===== src/hw/rtl/cpc_pkg.sv =====
// ----------------------------------------------------------------------------
// cpc_pkg
// Shared types and constants of the circulation pump controller.
// ----------------------------------------------------------------------------
package cpc_pkg;

  localparam int unsigned CFG_IDX_W  = 3;
  localparam int unsigned CFG_DATA_W = 32;

  // Configuration register indexes
  localparam logic [CFG_IDX_W-1:0] CFG_OFF_TEMP   = 3'd0;
  localparam logic [CFG_IDX_W-1:0] CFG_ON_TEMP    = 3'd1;
  localparam logic [CFG_IDX_W-1:0] CFG_MAX_OFF    = 3'd2;
  localparam logic [CFG_IDX_W-1:0] CFG_LAG        = 3'd3;
  localparam logic [CFG_IDX_W-1:0] CFG_FORCED_ON  = 3'd4;
  localparam logic [CFG_IDX_W-1:0] CFG_EMERG_HEAT = 3'd5;

  // Reset values of the configuration registers
  localparam logic signed [15:0] RST_OFF_TEMP   = 16'sd0;
  localparam logic signed [15:0] RST_ON_TEMP    = 16'sd0;
  localparam logic [31:0]        RST_MAX_OFF    = 32'd7200;
  localparam logic [15:0]        RST_LAG        = 16'd120;
  localparam logic [15:0]        RST_FORCED_ON  = 16'd600;
  localparam logic               RST_EMERG_HEAT = 1'b0;

  typedef struct packed {
    logic signed [15:0] off_temperature;
    logic signed [15:0] on_temperature;
    logic [31:0]        max_off_seconds;
    logic [15:0]        lag_seconds;
    logic [15:0]        forced_on_seconds;
    logic               emergency_heating_enabled;
  } cfg_t;

  typedef struct packed {
    logic               second_tick;
    logic signed [15:0] buffer_temp;
    logic               thermostat_contact;
    logic               heating_active;
    logic               sterilisation_active;
    logic               hot_water_in_tank_state;
    logic               mode_allows_run;
  } step_t;

  typedef struct packed {
    logic       pump_on;
    logic [2:0] phase;
    logic       too_cold;
  } result_t;

endpackage


===== src/hw/rtl/cpc_if.sv =====
// ----------------------------------------------------------------------------
// cpc_if
// Valid/ready channels of the pump controller: step items in, results out.
// ----------------------------------------------------------------------------
interface cpc_in_if;
  logic               valid;
  logic               ready;
  logic               second_tick;
  logic signed [15:0] buffer_temp;
  logic               thermostat_contact;
  logic               heating_active;
  logic               sterilisation_active;
  logic               hot_water_in_tank_state;
  logic               mode_allows_run;

  modport source (
    output valid, second_tick, buffer_temp, thermostat_contact, heating_active,
           sterilisation_active, hot_water_in_tank_state, mode_allows_run,
    input  ready
  );
  modport sink (
    input  valid, second_tick, buffer_temp, thermostat_contact, heating_active,
           sterilisation_active, hot_water_in_tank_state, mode_allows_run,
    output ready
  );
endinterface

interface cpc_out_if;
  logic       valid;
  logic       ready;
  logic       pump_on;
  logic [2:0] phase;
  logic       too_cold;

  modport source (output valid, pump_on, phase, too_cold, input ready);
  modport sink   (input valid, pump_on, phase, too_cold, output ready);
endinterface


===== src/hw/rtl/cpc_cfg.sv =====
// ----------------------------------------------------------------------------
// cpc_cfg
// Configuration register file, written through a plain write port.
// ----------------------------------------------------------------------------
module cpc_cfg (
  input  logic                               clk,
  input  logic                               rst_n,
  input  logic                               cfg_we,
  input  logic [cpc_pkg::CFG_IDX_W-1:0]      cfg_index,
  input  logic [cpc_pkg::CFG_DATA_W-1:0]     cfg_wdata,
  output cpc_pkg::cfg_t                      cfg
);
  import cpc_pkg::*;

  cfg_t cfg_r;

  always_ff @(posedge clk) begin
    if (!rst_n) begin
      cfg_r.off_temperature           <= RST_OFF_TEMP;
      cfg_r.on_temperature            <= RST_ON_TEMP;
      cfg_r.max_off_seconds           <= RST_MAX_OFF;
      cfg_r.lag_seconds               <= RST_LAG;
      cfg_r.forced_on_seconds         <= RST_FORCED_ON;
      cfg_r.emergency_heating_enabled <= RST_EMERG_HEAT;
    end else if (cfg_we) begin
      unique case (cfg_index)
        CFG_OFF_TEMP:   cfg_r.off_temperature           <= $signed(cfg_wdata[15:0]);
        CFG_ON_TEMP:    cfg_r.on_temperature            <= $signed(cfg_wdata[15:0]);
        CFG_MAX_OFF:    cfg_r.max_off_seconds           <= cfg_wdata[31:0];
        CFG_LAG:        cfg_r.lag_seconds               <= cfg_wdata[15:0];
        CFG_FORCED_ON:  cfg_r.forced_on_seconds         <= cfg_wdata[15:0];
        CFG_EMERG_HEAT: cfg_r.emergency_heating_enabled <= cfg_wdata[0];
        default: ;
      endcase
    end
  end

  assign cfg = cfg_r;

endmodule


===== src/hw/rtl/cpc_ctrl.sv =====
// ----------------------------------------------------------------------------
// cpc_ctrl
// Controller state (phase, seconds counter, cold flag, drive) and the
// single-pass step logic that advances it.
// ----------------------------------------------------------------------------
module cpc_ctrl (
  input  logic              clk,
  input  logic              rst_n,
  input  logic              adv,
  input  cpc_pkg::step_t    step,
  input  cpc_pkg::cfg_t     cfg,
  output cpc_pkg::result_t  res
);
  import cpc_pkg::*;

  typedef enum logic [2:0] {
    PH_INIT   = 3'd0,
    PH_OFF    = 3'd1,
    PH_ON     = 3'd2,
    PH_LAG    = 3'd3,
    PH_FORCED = 3'd4
  } phase_t;

  phase_t      phase_r, phase_nxt;
  logic [31:0] cnt_r, cnt_nxt, cnt_tick;
  logic        cold_r, cold_nxt, cold_upd;
  logic        drive_r, drive_nxt;
  logic        cond;
  logic        off_due, lag_due, forced_due;

  // saturating seconds counter
  assign cnt_tick = (step.second_tick && (cnt_r != '1)) ? cnt_r + 32'd1 : cnt_r;

  // low temperature flag with hysteresis
  always_comb begin
    if (cfg.off_temperature >= cfg.on_temperature)   cold_upd = 1'b0;
    else if (step.buffer_temp <= cfg.off_temperature) cold_upd = 1'b1;
    else if (step.buffer_temp >= cfg.on_temperature)  cold_upd = 1'b0;
    else                                              cold_upd = cold_r;
  end

  assign cond = !(cold_upd && step.heating_active) && !step.sterilisation_active &&
                ((cfg.emergency_heating_enabled && step.hot_water_in_tank_state) ||
                 step.mode_allows_run);

  assign off_due    = cnt_tick >= cfg.max_off_seconds;
  assign lag_due    = cnt_tick >= {16'd0, cfg.lag_seconds};
  assign forced_due = cnt_tick >= {16'd0, cfg.forced_on_seconds};

  always_comb begin
    phase_nxt = phase_r;
    cnt_nxt   = cnt_tick;
    cold_nxt  = cold_upd;
    drive_nxt = drive_r;
    unique case (phase_r)
      PH_INIT: begin
        phase_nxt = PH_OFF;
        cnt_nxt   = '0;
        drive_nxt = 1'b0;
        cold_nxt  = 1'b0;
      end
      PH_OFF: begin
        if (cond && step.thermostat_contact) begin
          phase_nxt = PH_ON;
          cnt_nxt   = '0;
          drive_nxt = 1'b1;
        end else if (off_due) begin
          phase_nxt = PH_FORCED;
          cnt_nxt   = '0;
          drive_nxt = 1'b1;
        end
      end
      PH_ON: begin
        if (!cond) begin
          phase_nxt = PH_OFF;
          cnt_nxt   = '0;
          drive_nxt = 1'b0;
        end else if (!step.thermostat_contact) begin
          phase_nxt = PH_LAG;
          cnt_nxt   = '0;
        end
      end
      PH_LAG: begin
        if (!cond || (!step.thermostat_contact && lag_due)) begin
          phase_nxt = PH_OFF;
          cnt_nxt   = '0;
          drive_nxt = 1'b0;
        end else if (step.thermostat_contact) begin
          phase_nxt = PH_ON;
          cnt_nxt   = '0;
        end
      end
      PH_FORCED: begin
        if (forced_due) begin
          phase_nxt = PH_OFF;
          cnt_nxt   = '0;
          drive_nxt = 1'b0;
        end
      end
      default: begin
        // corrupted phase: start over
        phase_nxt = PH_INIT;
        cnt_nxt   = '0;
        drive_nxt = 1'b0;
        cold_nxt  = 1'b0;
      end
    endcase
  end

  always_ff @(posedge clk) begin
    if (!rst_n) begin
      phase_r <= PH_INIT;
      cnt_r   <= '0;
      cold_r  <= 1'b0;
      drive_r <= 1'b0;
    end else if (adv) begin
      phase_r <= phase_nxt;
      cnt_r   <= cnt_nxt;
      cold_r  <= cold_nxt;
      drive_r <= drive_nxt;
    end
  end

  assign res.pump_on  = drive_nxt;
  assign res.phase    = phase_nxt;
  assign res.too_cold = cold_nxt;

  // drive follows the phase: running exactly in on, lag and forced-on
  a_drive_phase: assert property (@(posedge clk) disable iff (!rst_n)
    drive_r == (phase_r == PH_ON || phase_r == PH_LAG || phase_r == PH_FORCED))
    else $error("pump drive inconsistent with phase");

  // init always leaves to off with a cleared counter and flag
  a_init_exit: assert property (@(posedge clk) disable iff (!rst_n)
    (adv && phase_r == PH_INIT) |=> (phase_r == PH_OFF && cnt_r == '0 && !cold_r))
    else $error("init step did not enter off cleanly");

  // counter only moves on a step
  a_cnt_hold: assert property (@(posedge clk) disable iff (!rst_n)
    !adv |=> $stable(cnt_r))
    else $error("seconds counter changed without a step");

endmodule


===== src/hw/rtl/circulation_pump_controller_top.sv =====
// ----------------------------------------------------------------------------
// circulation_pump_controller_top
// Circulation pump controller: one result per step item, phase machine with
// lag and forced-on timing, hysteresis on buffer temperature.
// ----------------------------------------------------------------------------
//  channel | dir | handshake           | payload
//  --------+-----+---------------------+------------------------------------
//  in_if   | in  | valid/ready         | second_tick, buffer_temp, contact,
//          |     |                     | mode flags (one task step)
//  out_if  | out | valid/ready         | pump_on, phase, too_cold
//  cfg_*   | in  | cfg_we, no stall    | cfg_index, cfg_wdata (6 registers)
//
//  Each item passes the input register, then the result register, where its
//    result is held until it transfers on out_if. Throughput: one item per cycle
//    while out_if does not stall.
//  The step logic sits between the input register and the result register;
//    controller state updates in the cycle the item moves into the result register.
//  Reset (rst_n low, synchronous) empties both stages, sets the phase to init
//    and loads the configuration reset values. No clearing pass.
//  A stall on out_if holds the result; the input register fills and in_if.ready
//    drops only when both stages are occupied.
// ----------------------------------------------------------------------------
module circulation_pump_controller_top (
  input  logic                           clk,
  input  logic                           rst_n,
  input  logic                           cfg_we,
  input  logic [cpc_pkg::CFG_IDX_W-1:0]  cfg_index,
  input  logic [cpc_pkg::CFG_DATA_W-1:0] cfg_wdata,
  cpc_in_if.sink                         in_if,
  cpc_out_if.source                      out_if
);
  import cpc_pkg::*;

  cfg_t    cfg;
  step_t   s1_data_r;
  logic    s1_valid_r;
  result_t res, out_data_r;
  logic    out_valid_r;
  logic    adv;        // item moves from input register to result register
  logic    in_xfer;

  // step item advances when the result register is free or being drained
  assign adv     = s1_valid_r && (!out_valid_r || out_if.ready);
  assign in_if.ready = !s1_valid_r || adv;
  assign in_xfer = in_if.valid && in_if.ready;

  cpc_cfg u_cfg (
    .clk       (clk),
    .rst_n     (rst_n),
    .cfg_we    (cfg_we),
    .cfg_index (cfg_index),
    .cfg_wdata (cfg_wdata),
    .cfg       (cfg)
  );

  cpc_ctrl u_ctrl (
    .clk   (clk),
    .rst_n (rst_n),
    .adv   (adv),
    .step  (s1_data_r),
    .cfg   (cfg),
    .res   (res)
  );

  // input register: control under reset, payload only loads on transfer
  always_ff @(posedge clk) begin
    if (!rst_n) begin
      s1_valid_r <= 1'b0;
    end else if (in_if.ready) begin
      s1_valid_r <= in_if.valid;
    end
  end

  always_ff @(posedge clk) begin
    if (in_xfer) begin
      s1_data_r.second_tick             <= in_if.second_tick;
      s1_data_r.buffer_temp             <= in_if.buffer_temp;
      s1_data_r.thermostat_contact      <= in_if.thermostat_contact;
      s1_data_r.heating_active          <= in_if.heating_active;
      s1_data_r.sterilisation_active    <= in_if.sterilisation_active;
      s1_data_r.hot_water_in_tank_state <= in_if.hot_water_in_tank_state;
      s1_data_r.mode_allows_run         <= in_if.mode_allows_run;
    end
  end

  // result register
  always_ff @(posedge clk) begin
    if (!rst_n) begin
      out_valid_r <= 1'b0;
    end else if (adv) begin
      out_valid_r <= 1'b1;
    end else if (out_if.ready) begin
      out_valid_r <= 1'b0;
    end
  end

  always_ff @(posedge clk) begin
    if (adv) begin
      out_data_r <= res;
    end
  end

  assign out_if.valid    = out_valid_r;
  assign out_if.pump_on  = out_data_r.pump_on;
  assign out_if.phase    = out_data_r.phase;
  assign out_if.too_cold = out_data_r.too_cold;

  // every advanced item shows up as a result next cycle
  a_adv_result: assert property (@(posedge clk) disable iff (!rst_n)
    adv |=> out_valid_r)
    else $error("advanced item did not reach the result register");

  // a waiting input item is never dropped
  a_s1_hold: assert property (@(posedge clk) disable iff (!rst_n)
    (s1_valid_r && !adv) |=> (s1_valid_r && $stable(s1_data_r)))
    else $error("stalled input item lost");

  // a held result is not overwritten while the sink stalls
  a_out_hold: assert property (@(posedge clk) disable iff (!rst_n)
    (out_valid_r && !out_if.ready) |=> (out_valid_r && $stable(out_data_r)))
    else $error("stalled result overwritten");

  // reset empties both stages
  a_reset_empty: assert property (@(posedge clk)
    !rst_n |=> (!s1_valid_r && !out_valid_r))
    else $error("stages not empty after reset");

endmodule


===== src/flat_wrapper.sv =====
// flat-port wrapper written by rule: the top's interface ports become plain ports
module circulation_pump_controller_top_flat import cpc_pkg::*;
  (clk, rst_n, cfg_we, cfg_index, cfg_wdata, in_if_valid, in_if_second_tick, in_if_buffer_temp, in_if_thermostat_contact, in_if_heating_active, in_if_sterilisation_active, in_if_hot_water_in_tank_state, in_if_mode_allows_run, in_if_ready, out_if_valid, out_if_pump_on, out_if_phase, out_if_too_cold, out_if_ready);
  cpc_in_if in_if_i ();
  cpc_out_if out_if_i ();
  input  logic clk;
  input  logic rst_n;
  input  logic cfg_we;
  input  logic [cpc_pkg::CFG_IDX_W-1:0] cfg_index;
  input  logic [cpc_pkg::CFG_DATA_W-1:0] cfg_wdata;
  input wire logic [$bits(in_if_i.valid)-1:0] in_if_valid;
  input wire logic [$bits(in_if_i.second_tick)-1:0] in_if_second_tick;
  input wire logic [$bits(in_if_i.buffer_temp)-1:0] in_if_buffer_temp;
  input wire logic [$bits(in_if_i.thermostat_contact)-1:0] in_if_thermostat_contact;
  input wire logic [$bits(in_if_i.heating_active)-1:0] in_if_heating_active;
  input wire logic [$bits(in_if_i.sterilisation_active)-1:0] in_if_sterilisation_active;
  input wire logic [$bits(in_if_i.hot_water_in_tank_state)-1:0] in_if_hot_water_in_tank_state;
  input wire logic [$bits(in_if_i.mode_allows_run)-1:0] in_if_mode_allows_run;
  output wire logic [$bits(in_if_i.ready)-1:0] in_if_ready;
  output wire logic [$bits(out_if_i.valid)-1:0] out_if_valid;
  output wire logic [$bits(out_if_i.pump_on)-1:0] out_if_pump_on;
  output wire logic [$bits(out_if_i.phase)-1:0] out_if_phase;
  output wire logic [$bits(out_if_i.too_cold)-1:0] out_if_too_cold;
  input wire logic [$bits(out_if_i.ready)-1:0] out_if_ready;
  assign in_if_i.valid = in_if_valid;
  assign in_if_i.second_tick = in_if_second_tick;
  assign in_if_i.buffer_temp = in_if_buffer_temp;
  assign in_if_i.thermostat_contact = in_if_thermostat_contact;
  assign in_if_i.heating_active = in_if_heating_active;
  assign in_if_i.sterilisation_active = in_if_sterilisation_active;
  assign in_if_i.hot_water_in_tank_state = in_if_hot_water_in_tank_state;
  assign in_if_i.mode_allows_run = in_if_mode_allows_run;
  assign in_if_ready = in_if_i.ready;
  assign out_if_valid = out_if_i.valid;
  assign out_if_pump_on = out_if_i.pump_on;
  assign out_if_phase = out_if_i.phase;
  assign out_if_too_cold = out_if_i.too_cold;
  assign out_if_i.ready = out_if_ready;
  circulation_pump_controller_top u_core (.clk(clk), .rst_n(rst_n), .cfg_we(cfg_we), .cfg_index(cfg_index), .cfg_wdata(cfg_wdata), .in_if(in_if_i), .out_if(out_if_i));
endmodule

===== config.mk =====
export PLATFORM = sky130hd
export DESIGN_NAME = circulation_pump_controller_top_flat
export DESIGN_NICKNAME = d
export VERILOG_FILES = /design/src/hw/rtl/cpc_pkg.sv /design/src/hw/rtl/cpc_if.sv /design/src/hw/rtl/cpc_cfg.sv /design/src/hw/rtl/cpc_ctrl.sv /design/src/hw/rtl/circulation_pump_controller_top.sv /design/src/flat_wrapper.sv
export SDC_FILE = /design/constraint.sdc
export NUM_CORES = 1
export LEC_CHECK = 0
export ABC_AREA = 0
export BUFFER_PORTS_ARGS = -buffer_cell sky130_fd_sc_hd__clkbuf_2
export CAP_MARGIN = 10
export CORE_ASPECT_RATIO = 0.7
export CORE_MARGIN = 2
export CORE_UTILIZATION = 42
export DETAILED_ROUTE_END_ITERATION = 10
export PLACE_DENSITY = 0.7
export SLEW_MARGIN = 0
export SYNTH_ARGS = -nofsm -noshare
export SYNTH_HDL_FRONTEND = slang
export SYNTH_SLANG_ARGS = --single-unit

===== constraint.sdc =====
create_clock -name clk -period 5 [get_ports clk]
set_input_delay 1 -clock clk [delete_from_list [all_inputs] [get_ports clk]]
set_output_delay 1 -clock clk [all_outputs]
set_load 0.1 [all_outputs]

=== Word level (Yosys, flattened, before mapping) ===
Index checks and enable logic that the tools add are counted.

* Output and inout bits: 7
* Logic and storage cells: 97
* Bits in registers: 163
* Input port bits: 62

* Reduce and logical (&&, ||, !) cells: 29
* Equality and inequality tests: 10
* Add/subtract/negate cells: 1
* Mux-type cells: 29
* Magnitude comparators: 6

{| class="wikitable"
|+ Operators with widths
! operator !! count
|-
| $mux 32 || 8
|-
| $pmux 32 s4 || 1
|-
| $ge 32x16->1 || 2
|-
| $add 32x1->32 const B || 1
|-
| $ge 16x16->1 || 2
|-
| $ge 32x32->1 || 1
|-
| $ne 32x32->1 const B || 1
|-
| $mux 3 || 7
|-
| $le 16x16->1 || 1
|-
| $pmux 3 s5 || 1
|-
| $eq 3x2->1 const B || 4
|-
| $reduce_and 2->1 || 6
|-
| $mux 1 || 11
|-
| $eq 3x3->1 const B || 3
|-
| $logic_and 1x1->1 || 9
|-
| $eq 3x1->1 const B || 2
|-
| $logic_not 1->1 || 6
|-
| $logic_not 3->1 || 2
|-
| $logic_or 1x1->1 || 4
|-
| $pmux 1 s4 || 1
|-
| $reduce_or 4->1 || 1
|-
| $reduce_bool 2->1 || 1
|}

=== Depth between registers and ports, before layout ===
Gate-level depths: netlist of run 1.

* Word-level depth: 12
* Mapped depth: 21
* Depth with buffers taken out: 17

=== Hierarchy ===
Synthesis of run 1 repeated with hierarchy kept, for this count alone.

* Cells, all modules: 1130
* Area total of the unflattened synthesis: 10138.5 sq um

{| class="wikitable"
|+ By module, submodules not included
! module !! instances !! area each (sq um) !! sequential area each (sq um) !! cells each
|-
| cpc_ctrl || 1 || 5540.3 || 740.7 || 729
|-
| cpc_cfg || 1 || 3683.5 || 1941.9 || 365
|-
| circulation_pump_controller_top || 1 || 914.6 || 850.8 || 36
|}

=== Worst setup path after synthesis of run 1 ===
No wires, ideal clock.

* Kind: reg-to-reg
* Start point: register u_core.u_ctrl.cnt_r[9]
* End point: register u_core.u_ctrl.cnt_r[16]
* Cell stages (with the launch flop): 21
* Setup slack: 0.550 ns
* Data arrival time: 4.382 ns
* Library setup time: 0.068 ns
* Data required time: 4.932 ns
* Path buffers: 5
* Clock period less this slack: 4.450 ns
* Path through: dfxtp_1 > buf_2 > nand4_2 > or4_4 > buf_6 > o31a_1 > buf_1 > nand2_1 > or3_1 > clkbuf_1 > nor4_1 > xor2_1 > ha_1 > a21o_1 > a311oi_1 > o2111ai_1 > a211o_1 > a211o_1 > o221a_4 > buf_6 > a21oi_2

* Word-level cells in the longest chain between the ends: 8
* Elaborated cells on any way between the ends: 17
* Classes of those cells: add/sub: 1; order compare: 3; eq/ne: 1; mux: 9; reduce/logical: 3

{| class="wikitable"
|+ RTL lines
! element !! line !! source
|-
| from (decl) || cpc_ctrl.sv:25 || <nowiki>logic [31:0] cnt_r, cnt_nxt, cnt_tick;</nowiki>
|-
| from (signal assigned) || cpc_ctrl.sv:118 || <nowiki>cnt_r <= cnt_nxt;</nowiki>
|-
| parallel branches: the longest is 2 deep, another holds $add 32x1->32 || -- ||
|-
| $mux 32 * || cpc_ctrl.sv:32 || <nowiki>assign cnt_tick = (step.second_tick && (cnt_r != '1)) ? cnt_r + 32'd1 : cnt_r;</nowiki>
|-
| $ge 32x16->1 || cpc_ctrl.sv:47 || <nowiki>assign lag_due = cnt_tick >= {16'd0, cfg.lag_seconds};</nowiki>
|-
| $logic_and 1x1->1 || cpc_ctrl.sv:84 || <nowiki>if (!cond || (!step.thermostat_contact && lag_due)) begin</nowiki>
|-
| $logic_or 1x1->1 || cpc_ctrl.sv:84 ||
|-
| $mux 32 || cpc_ctrl.sv:84 ||
|-
| $pmux 32 s4 * || cpc_ctrl.sv:55 || <nowiki>unique case (phase_r)</nowiki>
|}

Mark *: on every way between the ends.
A chain may end at the register's enable or synchronous reset.

=== Worst setup path after layout of run 1 ===
* Start point: register u_core.u_ctrl.cnt_r[9]
* End point: register u_core.u_ctrl.cnt_r[2]

The elaborated chain is that of the path after synthesis.

==> results of run 1 <==
==> sequential cells by signal, indices dropped and copies added (netlist names) <==
register and count:
u_core.u_ctrl.drive_r 1, u_core.u_ctrl.cnt_r 32, u_core.out_if.too_cold 1, u_core.s1_data_r 22, u_core.out_if.phase 3, u_core.u_ctrl.cold_r 1
u_core.u_ctrl.phase_r 3, u_core.u_cfg.cfg 97, u_core.out_if.valid 1, u_core.out_if.pump_on 1, u_core.s1_valid_r 1
==> per-layer routing <==
metal | global-route usage (%) | up-vias | wire length [microns]
li1 | - | 4226 | -
met1 | 31.4 | 3896 | 13200
met2 | 30.2 | 273 | 10400
met3 | 5.09 | 12 | 1810
met4 | 4.29 | 0 | 171
met5 | 0 | - | 0
==> worst min-delay path, delay by kind of cell (launching register included) <==
family / cells / cell delay (ns)
flops: 1 / 0.31
simple gates: 1 / 0.04
compound gates: 1 / 0.06
==> area by class of cell <==
class,instances,area share (%)
Multi-Input combinational cell,874,52.0
Tap cell,318,3.59
Clock buffer,17,3.83
Timing Repair Buffer,81,3.95
Inverter,102,3.45
Sequential cell,163,31.9
Clock inverter,15,1.31
==> through the flow <==
step / power, mW / hold WS, ns / instance area (sq um) / util (%)
floorplan: 1.62 / 0.439 / 9940 / -
global placement: 1.71 / 0.452 / 10500 / 44.8
detailed placement: 1.72 / 0.459 / 10500 / 44.8
CTS: 3.00 / 0.468 / 11100 / 47.3
global route: 3.10 / 0.487 / 11100 / 47.3
finish: 2.99 / 0.466 / 11100 / 47.3
==> placed cells by master (no fill, tap or decap), drive strengths merged, types with 5 or more instances in the layout <==
| master | synthesis | layout |
|---|---|---|
| a2111oi | 5 | 5 |
| a211o | 5 | 5 |
| a21boi | 87 | 87 |
| a21o | 20 | 20 |
| a21oi | 50 | 50 |
| a31oi | 5 | 5 |
| and2 | 9 | 9 |
| and3 | 7 | 7 |
| and4 | 8 | 8 |
| buf | 10 | 14 |
| clkbuf | 49 | 84 |
| clkinv | 0 | 5 |
| dfxtp | 136 | 136 |
| edfxtp | 27 | 27 |
| ha | 113 | 113 |
| inv | 102 | 109 |
| nand2 | 272 | 272 |
| nand2b | 7 | 7 |
| nand3 | 32 | 32 |
| nand4 | 30 | 30 |
| nor2 | 36 | 36 |
| nor2b | 10 | 10 |
| nor3 | 10 | 10 |
| nor4 | 14 | 14 |
| o211ai | 17 | 17 |
| o21ai | 38 | 38 |
| or3 | 6 | 6 |
| xnor2 | 27 | 27 |
| xor2 | 14 | 14 |
==> where the power goes <==
| part | total, mW | internal (mW) | switching [mW] | leakage, nW |
|---|---|---|---|---|
| registers | 1.39 | 1.37 | 0.0223 | 1.36 |
| clock network | 1.30 | 0.698 | 0.599 | 0.277 |
| logic | 0.301 | 0.105 | 0.196 | 2.70 |
==> cell families after synthesis <==
family | Yosys count | synth area share, %
muxes | 6 | 0.630
AOI/OAI and AO/OA | 263 | 18.7
adders and majority gates | 113 | 14.2
xor gates and xnor gates | 41 | 3.61
and+or+nand+nor | 451 | 20.8
DFF | 163 | 35.6
buffers and inverters | 161 | 6.45
==> synth_stat cells (all sizes together) (14+ instances only) <==
cell / number / area (sq um)
a21boi: 87 / 653
a21o: 20 / 150
a21oi: 50 / 288
clkbuf: 49 / 184
dfxtp: 136 / 2720
edfxtp: 27 / 811
ha: 113 / 1410
inv: 102 / 383
nand2: 272 / 1020
nand3: 32 / 160
nand4: 30 / 200
nor2: 36 / 135
nor4: 14 / 113
o211ai: 17 / 128
o21ai: 38 / 190
xnor2: 27 / 236
xor2: 14 / 123
==> how the worst max path moves through the flow <==
stage                                start                 endpoint  slack (ns)  cells after the start
floorplan           u_core.u_ctrl.cnt_r[9]  u_core.u_ctrl.cnt_r[16]        0.55                     20
global placement    u_core.u_ctrl.cnt_r[9]   u_core.u_ctrl.cnt_r[2]        0.56                     15
detailed placement  u_core.u_ctrl.cnt_r[9]   u_core.u_ctrl.cnt_r[2]        0.40                     15
CTS                 u_core.u_ctrl.cnt_r[9]   u_core.u_ctrl.cnt_r[2]        0.36                     15
global route        u_core.u_ctrl.cnt_r[3]   u_core.u_ctrl.cnt_r[1]        0.09                     15
finish              u_core.u_ctrl.cnt_r[9]   u_core.u_ctrl.cnt_r[2]        0.30                     15
==> results_dict.tcl, run 1 <==
set metrics [dict create \
    core_outline_area_sq_mm 0.0235 \
    total_leakage_power_nw 4.34 \
    starting_drt_drc_count 923 \
    nFillCells 2226 \
    crit_path_end_kind "flip-flop" \
    stdcell_count 1570 \
    antenna_violating_nets_post_route 0 \
    status "finished clean" \
    critPathBufInv 0 \
    cp_cell_sequence "nand4_2, or4_4, o31a_1, nand2_1, or3_1, nor4_1, xor2_1, ha_1, a21o_1, a311oi_1, o2111ai_1, a211o_1, a211o_1, o221a_4, o21ai_0" \
    vias 8407 \
    wirelength_microns 25600 \
    timing_worst_setup_path_type "flip-flop to flip-flop" \
    io-pin-count 69 \
    syn-cell-area_sq_mm 0.00994 \
    async_flop_share_pct 0 \
    grt_pass1_vias 7869 \
    hold_path_class "flip-flop to flip-flop" \
    rsz0062_at_grt "no" \
    ir_worst_vdd_mv 0.239 \
    final.period_utilization_pct 94.0 \
    clk_pin_slew_ns 0.07 \
    critical-path-max-stage-delay_ns 0.66 \
    timing.rr.end "u_core.u_ctrl.cnt_r[2]" \
    tritoncts_clock_tree "yes" \
    slew_headroom_pct 35.5 \
    dieHeight_microns 133 \
    synth.avg_cell_area_sq_um 8.29 \
    final.setup_skew_ns 0.0176 \
    multi_input_comb_area_sq_mm 0.00577 \
    critical_path_required_ns 5.36 \
    critical_path.max_fanout 32 \
    ys_dominant_reg_cell "sky130_fd_sc_hd__dfxtp_1" \
    yosysUniqueCellTypes 59 \
    clockRootBuffer "sky130_fd_sc_hd__clkbuf_16" \
    grt_pass1_wl_microns 41500 \
    detailedPlacementHpwl_microns 19200 \
    drv_cap 0 \
    aggregate_global_routing_overflow 0 \
    groute.usage.overall_pct 20.9 \
    clkSinkCount 163 \
    die-width_microns 188 \
    grt_start_max_net_pins 102 \
    sequential_cell_area_sq_mm 0.00353 \
    cts.hold.buffers_added 0 \
    power.density_cell_area_mw_per_mm2 269 \
    max_slew.worst_pin.slew_ns 0.967 \
    yosysSeqAreaShare_pct 35.6 \
    cts_made_buffers 17 \
    placementRows 47 \
    critical-path-top-delay-family "compound AO/OA/AOI/OAI gates" \
    timing.hold.worst_endpoint "u_core.u_cfg.cfg[77]" \
    reg2reg_from "u_core.u_ctrl.cnt_r[9]" \
    synth_enable_flop_cells 27 \
    setup_tns_ns 0 \
    average_routed_wire_per_standard_cell_microns 16.3 \
    final_layout_size_suffix_gt1_share_pct 11.4 \
    drt_first_pass_iters 7 \
    worst-r2r-cell-count 15 \
    finalWeightedCongestion 0.925 \
    finalSetupViolations 0 \
    detailedPlace.worstSlack_ns 0.402 \
    placed_cells 1538 \
    numPortBuffers 68 \
    final_net_count 1414 \
    die-area_sq_mm 0.0249 \
    slowest_stage "sky130_fd_sc_hd__or4_4" \
    ctsHtreeMaxLevel 4 \
    diode_count 0 \
    drv_slew 0 \
    synth_nets 1373 \
    min-delay-start "u_core.u_cfg.cfg[77]" \
    worst_ep_arrival_time_ns 5.06 \
    final_hold_viols 0 \
    clk_latency_ns 0.44 \
    maxClockFrequency_mhz 213 \
    via_per_inst 5.35 \
    synth_cells 1198 \
    setup.worst_path.start_class "flip-flop" \
    post-route-drc-count 0 \
    finalCriticalPeriod_ns 4.70 \
    cts_buffer_depth 2 \
    postSynthRegisterBits 163 \
    timing.critical_path.mode_cell "sky130_fd_sc_hd__a211o_1" \
    flow.area_growth_from_synthesis_pct 11.6 \
    r2r_setup_slack_ns 0.30 \
    grt_antenna_before_repair 0 \
    worst_hold_path.num_cells 2 \
    floorplan.initialDensity_pct 42.4 \
    yosys_warnings 0 \
    post_layout_worst_setup_margin_ns 0.299 \
    post-cts-setup-buffer-count 0 \
    postcts_resize_cnt 0 \
]
Power figures use the tool's default switching activity.
==> inputs of run 2 (changes only) <==
Settings changed: BUFFER_PORTS_ARGS -buffer_cell sky130_fd_sc_hd__clkbuf_2 to -buffer_cell sky130_fd_sc_hd__buf_2.
==> results_dict.tcl, run 2 (synthesized netlist as in run 1, its figures left out) <==
set metrics [dict create \
    status "finished clean" \
    max_slew.worst_pin.slew_ns 0.912 \
    final_net_count 1414 \
    final_layout_size_suffix_gt1_share_pct 10.9 \
    grt_pass1_wl_microns 41600 \
    postcts_resize_cnt 0 \
    placementRows 47 \
    drv_slew 0 \
    io-pin-count 69 \
    die-width_microns 188 \
    post-cts-setup-buffer-count 0 \
    grt_pass1_vias 7845 \
    slew_headroom_pct 39.2 \
    cts_made_buffers 17 \
    clk_pin_slew_ns 0.06 \
    final_design_area_no_fill_sq_mm 0.0110 \
    largest_reg_flops 97 \
    diode_count 0 \
    via_per_inst 5.39 \
    detailedPlacementHpwl_microns 18900 \
    finalSetupViolations 0 \
    leading_cell_types_in_the_layout_fill_and_taps_excluded "272 x sky130_fd_sc_hd__nand2_1, 136 x sky130_fd_sc_hd__dfxtp_1, 113 x sky130_fd_sc_hd__ha_1" \
    core_outline_area_sq_mm 0.0235 \
    post_layout_worst_setup_margin_ns 0.313 \
    r2r_setup_slack_ns 0.31 \
    aggregate_global_routing_overflow 0 \
    tritoncts_clock_tree "yes" \
    ir_worst_vdd_mv 0.242 \
    crit_path_end_kind "flip-flop" \
    report.power.total_mw 2.88 \
    setup_tns_ns 0 \
    critical_path_required_ns 5.36 \
    floorplan.initialDensity_pct 42.4 \
    finalCriticalPeriod_ns 4.69 \
    clkSinkCount 163 \
    hold_path_class "flip-flop to flip-flop" \
    final.hold.worst_slack_ns 0.465 \
    maxClockFrequency_mhz 213 \
    finalWeightedCongestion 0.914 \
    grt_most_used_layer "met1" \
    globalRouteMet1Util_pct 32.6 \
    drv_cap 0 \
    worst_ep_arrival_time_ns 5.04 \
    post-route-drc-count 0 \
    dpl_cell_area_sq_mm 0.0105 \
    die-area_sq_mm 0.0249 \
    clockRootBuffer "sky130_fd_sc_hd__clkbuf_16" \
    average_routed_wire_per_standard_cell_microns 16.2 \
    setup.worst_path.start_class "flip-flop" \
    layout.cells.most_common "sky130_fd_sc_hd__nand2_1" \
    ctsHtreeMaxLevel 4 \
    grt_start_max_net_pins 102 \
    wirelength_microns 25400 \
    stdcell_count 1569 \
    flow.area_growth_from_synthesis_pct 11.1 \
    total_leakage_power_nw 4.30 \
    utilization_pct 47.1 \
    rsz0062_at_grt "no" \
    detailedPlace.worstSlack_ns 0.406 \
    globalRouteMet3Util_pct 4.08 \
    final.period_utilization_pct 93.7 \
    dieHeight_microns 133 \
    power.density_cell_area_mw_per_mm2 261 \
    drt_first_pass_iters 5 \
    clk_latency_ns 0.44 \
    timing_worst_setup_path_type "flip-flop to flip-flop" \
    final_hold_viols 0 \
    cts.hold.buffers_added 0 \
    groute.usage.overall_pct 21.0 \
    grt_antenna_before_repair 0 \
    placed_cells 1538 \
    grt_util_met2_pct 29.8 \
    vias 8457 \
    numPortBuffers 68 \
    cts_buffer_depth 2 \
    critical_path.max_fanout 32 \
    antenna_violating_nets_post_route 0 \
    final.setup_skew_ns 0.0112 \
    starting_drt_drc_count 982 \
]
run 2: cell types whose count changed in the layout (fill, tap and decap cells not counted), sizes merged:
| cell | previous run | this run |
|---|---|---|
| bufinv | 1 | 0 |
| inv | 109 | 103 |
| buf | 14 | 81 |
| clkinv | 5 | 8 |
| clkbuf | 84 | 20 |
run 2: layout make-up:
| cell class | instances | area [sq um] |
|---|---|---|
| flip-flops and latches | 163 | 3530 |
| inverters | 102 | 383 |
| repair buffers | 81 | 438 |
| multi-input cells | 874 | 5770 |
| clock inverters | 11 | 62.6 |
| clock buffers | 20 | 458 |
| well taps | 318 | 398 |
| fillers | 2252 | 12400 |
run 2: final timing paths:
check,cells past startpoint,startpoint,end
min,2,u_core.u_cfg.cfg[62],u_core.u_cfg.cfg[62]
max reg2reg,15,u_core.u_ctrl.cnt_r[9],u_core.u_ctrl.cnt_r[7]
max,15,u_core.u_ctrl.cnt_r[9],u_core.u_ctrl.cnt_r[7]
min reg2reg,2,u_core.u_cfg.cfg[62],u_core.u_cfg.cfg[62]
run 2: where the power goes:
group          internal, mW  switching, mW  leakage (nW)
registers              1.37         0.0217          1.36
clock network         0.653          0.533         0.251
logic                 0.105          0.197          2.69
total                  2.13          0.752          4.30
run 2: routing by layer:
metal | share of wire, % | routed length (microns)
met5 | 0 | 0
met4 | 1.0 | 265
met3 | 7.0 | 1780
met2 | 40 | 10100
met1 | 52 | 13300
run 2: worst max-delay path, cell delays in order (launching register included):
cell and delay (ns):
sky130_fd_sc_hd__dfxtp_1 0.44, sky130_fd_sc_hd__nand4_2 0.22, sky130_fd_sc_hd__or4_4 0.66, sky130_fd_sc_hd__o31a_1 0.34, sky130_fd_sc_hd__nand2_1 0.13, sky130_fd_sc_hd__or3_1 0.23
sky130_fd_sc_hd__nor4_1 0.08, sky130_fd_sc_hd__xor2_1 0.35, sky130_fd_sc_hd__ha_1 0.34, sky130_fd_sc_hd__a21o_1 0.20, sky130_fd_sc_hd__a311oi_1 0.27, sky130_fd_sc_hd__o2111ai_1 0.22
sky130_fd_sc_hd__a211o_1 0.35, sky130_fd_sc_hd__a211o_1 0.29, sky130_fd_sc_hd__o221a_4 0.27, sky130_fd_sc_hd__o21ai_1 0.20
==> inputs of run 3 (changes only) <==
Settings changed: ABC_AREA 0 to 1.
==> results_dict.tcl, run 3 <==
set metrics [dict create \
    finalSetupViolations 0 \
    rsz0062_at_grt "no" \
    slowest_stage "sky130_fd_sc_hd__o21ai_0" \
    cts_buffer_depth 2 \
    clk_pin_slew_ns 0.07 \
    status "finished clean" \
    grt_pass1_wl_microns 51500 \
    setup.worst_path.start_class "flip-flop" \
    synth_cells 1601 \
    worst_hold_path.num_cells 2 \
    aggregate_global_routing_overflow 0 \
    numPortBuffers 68 \
    power.density_cell_area_mw_per_mm2 260 \
    core_outline_area_sq_mm 0.0257 \
    yosysSeqAreaShare_pct 32.2 \
    post-cts-setup-buffer-count 0 \
    total_leakage_power_nw 5.40 \
    synth.largest_area_cell "sky130_fd_sc_hd__dfxtp_1" \
    crit_path_end_kind "flip-flop" \
    yosys.area.top_type_share_pct 24.8 \
    floorplan.initialDensity_pct 42.7 \
    final_net_count 1816 \
    finalWeightedCongestion 0.953 \
    final.period_utilization_pct 91.3 \
    post_synth_most_frequent_cells "341 x sky130_fd_sc_hd__nand2_1, 215 x sky130_fd_sc_hd__inv_1, 166 x sky130_fd_sc_hd__a21oi_1" \
    critical_path.max_fanout 35 \
    cts.hold.buffers_added 0 \
    io-pin-count 69 \
    postSynthRegisterBits 163 \
    critPathBufInv 6 \
    finalCriticalPeriod_ns 4.57 \
    ir_worst_vdd_mv 0.243 \
    syn-cell-area_sq_mm 0.0110 \
    clk_latency_ns 0.45 \
    layout.cells.most_common "sky130_fd_sc_hd__nand2_1" \
    critical-path-max-stage-delay_ns 0.44 \
    synth_top_cells_by_area "sky130_fd_sc_hd__dfxtp_1 25%, sky130_fd_sc_hd__ha_1 13%, sky130_fd_sc_hd__nand2_1 12%, sky130_fd_sc_hd__a21oi_1 7.6%, sky130_fd_sc_hd__edfxtp_1 7.4%" \
    final_layout_size_suffix_gt1_share_pct 9.61 \
    timing_worst_setup_path_type "flip-flop to flip-flop" \
    leading_cell_types_in_the_layout_fill_and_taps_excluded "341 x sky130_fd_sc_hd__nand2_1, 215 x sky130_fd_sc_hd__inv_1, 166 x sky130_fd_sc_hd__a21oi_1" \
    antenna_violating_nets_post_route 0 \
    setup_tns_ns 0 \
    flow.area_growth_from_synthesis_pct 11.0 \
    async_flop_share_pct 0 \
    worst-r2r-cell-count 27 \
    synth_nets 1776 \
    average_routed_wire_per_standard_cell_microns 15.8 \
    synth_enable_flop_cells 27 \
    yosys_warnings 0 \
    maxClockFrequency_mhz 219 \
    ctsHtreeMaxLevel 4 \
    final_hold_viols 0 \
    placementRows 49 \
    slew_headroom_pct 28.3 \
    drv_slew 0 \
    clockRootBuffer "sky130_fd_sc_hd__clkbuf_16" \
    largest_reg_flops 97 \
    max_slew.worst_pin.slew_ns 1.07 \
    post-route-drc-count 0 \
    dieHeight_microns 139 \
    synth.avg_cell_area_sq_um 6.85 \
    drt_first_pass_iters 6 \
    tritoncts_clock_tree "yes" \
    yosysUniqueCellTypes 36 \
    timing.critical_path.mode_cell "sky130_fd_sc_hd__nand2_1" \
    worst_ep_arrival_time_ns 4.88 \
    report.power.total_mw 3.16 \
    die-area_sq_mm 0.0274 \
    groute.usage.overall_pct 23.5 \
    critical_path_required_ns 5.32 \
    grt_start_max_net_pins 95 \
    diode_count 0 \
    drv_cap 0 \
    postcts_resize_cnt 0 \
    critical_path_depth 27 \
    hold_path_class "flip-flop to flip-flop" \
    grt_antenna_before_repair 0 \
    die-width_microns 197 \
    final.setup_skew_ns 0.0127 \
    critical-path-top-delay-family "simple AND/OR/NAND/NOR gates" \
    via_per_inst 5.34 \
    starting_drt_drc_count 1050 \
    clkSinkCount 163 \
    cts_made_buffers 17 \
    ys_dominant_reg_cell "sky130_fd_sc_hd__dfxtp_1" \
    grt_pass1_vias 9971 \
    detailedPlacementHpwl_microns 22900 \
    wirelength_microns 31300 \
    vias 10595 \
    synthMostInstantiatedCell "sky130_fd_sc_hd__nand2_1" \
]
[run 3: cell types whose count changed after synthesis, moves of 26 or more]
cell                       change
sky130_fd_sc_hd__inv_1       +113
sky130_fd_sc_hd__nor2_1      +123
sky130_fd_sc_hd__nand3_1      +55
sky130_fd_sc_hd__nand2_1      +69
sky130_fd_sc_hd__nand4_1      +55
sky130_fd_sc_hd__o21ai_0      +87
sky130_fd_sc_hd__xnor2_1      -26
sky130_fd_sc_hd__a21oi_1     +126
sky130_fd_sc_hd__a21boi_0     -86
[run 3: cell families (layout without fill, tap and decap cells)]
kind of cell	Yosys count	after routing	share of synthesized area [%]
AOI/OAI and AO/OA	314	314	15.3
adders and majority gates	113	113	12.9
and+or+nand+nor	702	702	28.1
xor gates and xnor gates	14	14	1.12
DFF	163	163	32.2
buffers and inverters	295	348	10.4
[run 3: per-layer routing]
layer  part of all wire [%]  GRT usage, %  vias to the layer above
li1                       -             -                     5379
met1                     50          35.3                     4769
met2                     41          34.0                      409
met3                    7.8          4.04                       38
met4                    1.6          6.85                        0
met5                      0             0                        -
[run 3: final timing paths]
kind	from	endpoint	slack (ns)
hold reg to reg	u_core.u_cfg.cfg[12]	u_core.u_cfg.cfg[12]	0.46
setup / recovery	u_core.u_ctrl.cnt_r[0]	u_core.u_ctrl.cnt_r[14]	0.43
setup reg to reg	u_core.u_ctrl.cnt_r[0]	u_core.u_ctrl.cnt_r[14]	0.43
hold / removal	u_core.u_cfg.cfg[12]	u_core.u_cfg.cfg[12]	0.46
[run 3: final cells by class]
cell class / count / area [sq um]
clock buffers: 19 / 454
well taps: 331 / 414
flip-flops and latches: 163 / 3530
clock inverters: 13 / 97.6
multi-input cells: 1143 / 6300
repair buffers: 89 / 518
fillers: 2536 / 13500
inverters: 227 / 852
[run 3: where the power goes]
group / switching (mW) / internal (mW)
combinational: 0.350 / 0.144
sequential: 0.0216 / 1.38
clock: 0.594 / 0.672
total: 0.966 / 2.20
[run 3: worst register-to-register path, cell delays in order, from the launching register on]
cell                       delay [ns]
sky130_fd_sc_hd__dfxtp_1         0.40
sky130_fd_sc_hd__ha_1            0.21
sky130_fd_sc_hd__inv_2           0.06
sky130_fd_sc_hd__nor2_4          0.18
sky130_fd_sc_hd__nand2_4         0.09
sky130_fd_sc_hd__nor2_8          0.17
sky130_fd_sc_hd__nand2_4         0.11
sky130_fd_sc_hd__nand2_4         0.25
sky130_fd_sc_hd__inv_2           0.23
sky130_fd_sc_hd__o21ai_0         0.44
sky130_fd_sc_hd__inv_1           0.19
sky130_fd_sc_hd__ha_1            0.36
sky130_fd_sc_hd__inv_1           0.05
sky130_fd_sc_hd__nor3_1          0.33
sky130_fd_sc_hd__nand2_1         0.10
sky130_fd_sc_hd__o211ai_1        0.13
sky130_fd_sc_hd__nand2_1         0.09
sky130_fd_sc_hd__nand2_1         0.06
sky130_fd_sc_hd__nand2_1         0.04
sky130_fd_sc_hd__nand3_1         0.07
sky130_fd_sc_hd__buf_4           0.39
sky130_fd_sc_hd__nor2_1          0.08
sky130_fd_sc_hd__nand3_1         0.10
sky130_fd_sc_hd__nand2_1         0.05
sky130_fd_sc_hd__inv_1           0.05
sky130_fd_sc_hd__nand3_1         0.07
sky130_fd_sc_hd__nand2_1         0.08
sky130_fd_sc_hd__a21oi_2         0.05
[run 3: stage by stage]
stage	hold slack (ns)	instances	instance area (sq um)	util, %	worst slack (ns)
final	0.463	1985	12200	47.4	0.433
after global routing	0.476	1985	12200	47.4	0.0724
after CTS	0.464	1984	12100	47.3	0.523
after detailed placement	0.455	1952	11600	45.1	0.564
after global placement	0.450	1952	11600	45.1	0.685
after floorplan	0.435	1601	11000	-	1.31
